`config.mk`:
```
export PLATFORM = sky130hd
export DESIGN_NAME = scc_ram
export DESIGN_NICKNAME = d
export VERILOG_FILES = /design/src/rtl/scc_ram.sv
export SDC_FILE = /design/constraint.sdc
export NUM_CORES = 1
export LEC_CHECK = 0
export BUFFER_PORTS_ARGS = -buffer_cell sky130_fd_sc_hd__buf_4
export CAP_MARGIN = 20
export CORE_MARGIN = 3
export CORE_UTILIZATION = 50
export CTS_CLUSTER_DIAMETER = 100
export CTS_CLUSTER_SIZE = 40
export DETAILED_ROUTE_END_ITERATION = 10
export GPL_TIMING_DRIVEN = 0
export PLACE_DENSITY = 0.8
export SETUP_SLACK_MARGIN = 0.1
export SLEW_MARGIN = 15
export SYNTH_ARGS = -nofsm -noshare
export SYNTH_HDL_FRONTEND = slang
export SYNTH_SLANG_ARGS = --single-unit
```
`constraint.sdc`:
```
create_clock -name clk -period 1.7 [get_ports clk]
set_input_delay 0.17 -clock clk [delete_from_list [all_inputs] [get_ports clk]]
set_output_delay 0.17 -clock clk [all_outputs]
set_load 0.03 [all_outputs]
```
`src/rtl/scc_ram.sv`:
```
`timescale 1ns / 1ps
`default_nettype none
// ----------------------------------------------------------------------------
// Generic RAM
// Single write port, single read port, registered read data.
// ----------------------------------------------------------------------------
module scc_ram #(
	parameter int WIDTH = 8,
	parameter int DEPTH = 16
) (
	input wire logic clk,
	input wire logic we,
	input wire logic [$clog2(DEPTH)-1:0] waddr,
	input wire logic [WIDTH-1:0] wdata,
	input wire logic [$clog2(DEPTH)-1:0] raddr,
	output logic [WIDTH-1:0] rdata
);
	logic [WIDTH-1:0] mem [DEPTH];

	always_ff @(posedge clk) begin
		if (we) begin
			mem[waddr] <= wdata;
		end
		rdata <= mem[raddr];
	end
endmodule
`default_nettype wire
```
==> impl_metrics.toml <==
[worst_setup_path]
worst_r2r_startpoint = "mem[9][4]"
critPathArrivalTime_ns = 1.55
worst-endpoint-required_ns = 1.83
setup.reg_to_reg.worst_slack_ns = 0.28
endpoint = "mem[2][0]"
timing.setup.critical_path_class = "in2reg"
end_kind = "register"
worst_r2r_path_depth = 3
critical_path.max_fanout = 8
startpoint = "waddr[2]"
endpoint_of_the_worst_register_to_register_path = "rdata[4]"
worstSetupStartpointType = "input pin"

[route]
final_antenna_net_count = 0
routed_wirelength_mm = 10.3
drtIter0Drc = 190
routed_via_density = 5.77
drc_errors = 0
wl_per_cell_um = 24.0
firstDrtPassIters = 4
vias = 2469

[sta]
slew_viol_final = 0
setup_viol = 0
min_period_ns = 1.42
fin_skew_ns = 0.00757
setup_ws_ns = 0.276
endpoints_failing_hold = 0
finalHoldWorstSlack_ns = 0.0814
achievable-frequency_ghz = 0.702
worst-slew-pin-transition_ns = 0.926
rsz0062_at_grt = "no"
max_slew_margin_pct = 38.0
final_min_period_over_clock_period_pct = 83.8

[floorplan]
dieArea_mm2 = 0.0115
floorplan.core_area_mm2 = 0.00991
io_pins = 26
initial_core_util_pct = 51.9
die-height_um = 107
die_width_um = 107
placementRows = 36

[clock_network]
cts.clk_slew.worst_paths_ns = 0.06
clk-insertion-delay-late_ns = 0.51
h-tree-depth = 4
cts_root_buffer = "clkbuf_8"
cts.hold.buffers_added = 8
cts_tree = "built"
postCtsSetupBuffers = 0
cts_buffers = 17
post_cts.resized_instances = 0
clock_tree.buffer_depth = 2
clock-sinks = 136

[power_and_ir_drop]
pwr_density_cell_mw_per_mm2 = 1250
total_power_mw = 7.73
power.clock.fraction_pct = 45.5
sequential_cell_fraction_of_total_power_pct = 48.8
comb_power_share_pct = 5.7
netSwitchingFraction_pct = 20.6
cellLeakagePower_nw = 2.08
power.switching_mw = 1.59
irDropWorstVdd_mv = 0.833
internal_power_mw = 6.13

[placement]
gp_routability_congestion = 0.739
numPlacedInstances = 388
hpwlAfterDp_mm = 6.25
io_buffers = 24
pre_cts_slack_ns = -0.258

[global_route]
grt_pass1_vias = 2514
global_route_wire_length_before_repair_mm = 15.7
antenna_found_initial = 0
globalRoute.totalOverflow = 0
maximum_number_of_pins_on_one_net_before_global_route_repair = 17
globalRouteTotalUtil_pct = 19.5

[hold_path]
hold_path.class = "in2reg"

[final_layout]
layout-drive-gt1-share_pct = 29.5
fillers = 687
instances_no_fill = 428
regArea_mm2 = 0.00400
syn2layout_area_growth_pct = 20.0
mostFrequentLayoutCells = "128 x edfxtp_1, 25 x buf_4, 18 x mux4_2, 16 x a22oi_1, 16 x clkbuf_16"
antenna_cells = 0
layout.cells.most_common = "edfxtp_1"
final_util_pct = 62.3
multi_input_gate_area_mm2 = 0.00107
layout.nets = 300

[synthesis]
synthesized_nets = 247
synth.lib_cells_used.distinct = 19
yosys.area.top_type_share_pct = 74.7
synth_area_per_cell_um2 = 22.5
gate_count_of_the_mapped_netlist = 229
synth.yosys.warnings = 0
post_synth_instance_area_mm2 = 0.00515
synth.top_cells.by_area = "edfxtp_1 75%, mux4_2 7.9%, mux4_1 7.1%"
synthDominantAreaCellType = "edfxtp_1"
synth_seq_cells = 136
synth.yosys.seq_area_share_pct = 77.8

[flow_run]
max-cap-violations = 0

[run_status]
outcome = "complete, no violations"
==> Yosys cell counts <==
cell             instances
edfxtp_1               128
mux4_2                  18
a22oi_1                 16
mux4_1                  14
nor2_1                  13
nand2_1                  9
dfxtp_1                  8
nor3_1                   4
buf_2                    3
buf_6                    3
clkdlybuf4s25_2          3
nand2b_1                 2
nand3b_1                 2
and2_1                   1
and2b_1                  1
buf_4                    1
nand3_1                  1
nor2b_1                  1
or3b_2                   1
==> power groups by stage <==
stage	clock network, mW	registers (mW)	logic, mW
final	3.52	3.77	0.438
after global placement	0	3.83	0.405
after floorplan	0	3.88	0.191
after CTS	3.56	3.77	0.441
after detailed placement	0	3.84	0.422
after global routing	3.71	3.77	0.468
==> cells by family (layout without fill, tap and decap cells) <==
group,Yosys count,after routing,synth area share (%)
AO/OA/AOI/OAI,16,16,2.33
buffers and inverters,10,76,1.68
flip-flops,136,136,77.8
multiplexers,32,32,15.0
AND/OR/NAND/NOR,35,35,3.18
==> metrics by stage <==
step	TNS, ns	instance area [um2]
2_1_floorplan	0	5150
3_3_place_gp	-8.48	5500
3_5_place_dp	-6.29	5510
4_1_cts	0	6170
5_1_grt	0	6170
6_report	0	6170
==> flip-flops by register name, indices dropped and copies added, names as in the netlist <==
name,cells
rdata,8
mem,128
==> critical path, stage by stage <==
cell and delay, ns:
buf_4 0.12, or3b_2 0.53, nor2_1 0.73
==> metal layers <==
metal | vias to the layer above | global-route usage [%] | share of wire [%]
met5 | - | 0 | 0
met4 | 0 | 6.40 | 0.83
met2 | 107 | 31.3 | 50
met1 | 1273 | 27.0 | 42
met3 | 8 | 4.38 | 7.5
li1 | 1081 | - | -
==> worst min path at each step <==
stage,from,endpoint,slack (ns),depth (start not counted)
floorplan,wdata[0],mem[0][0],0.27,0
global placement,wdata[6],mem[7][6],0.47,1
detailed placement,wdata[6],mem[15][6],0.49,1
CTS,waddr[0],mem[12][6],0.07,2
global route,waddr[0],mem[4][6],0.08,2
finish,waddr[0],mem[12][6],0.08,2
==> final cells by class <==
type	count	area share (%)
plain buffers	10	1.40
clock buffers	21	7.44
clock inverters	11	1.97
multi-input cells	83	17.3
flip-flops and latches	136	64.8
well taps	133	2.70
repair buffers	34	4.38
(Power assumes the default switching activity.)
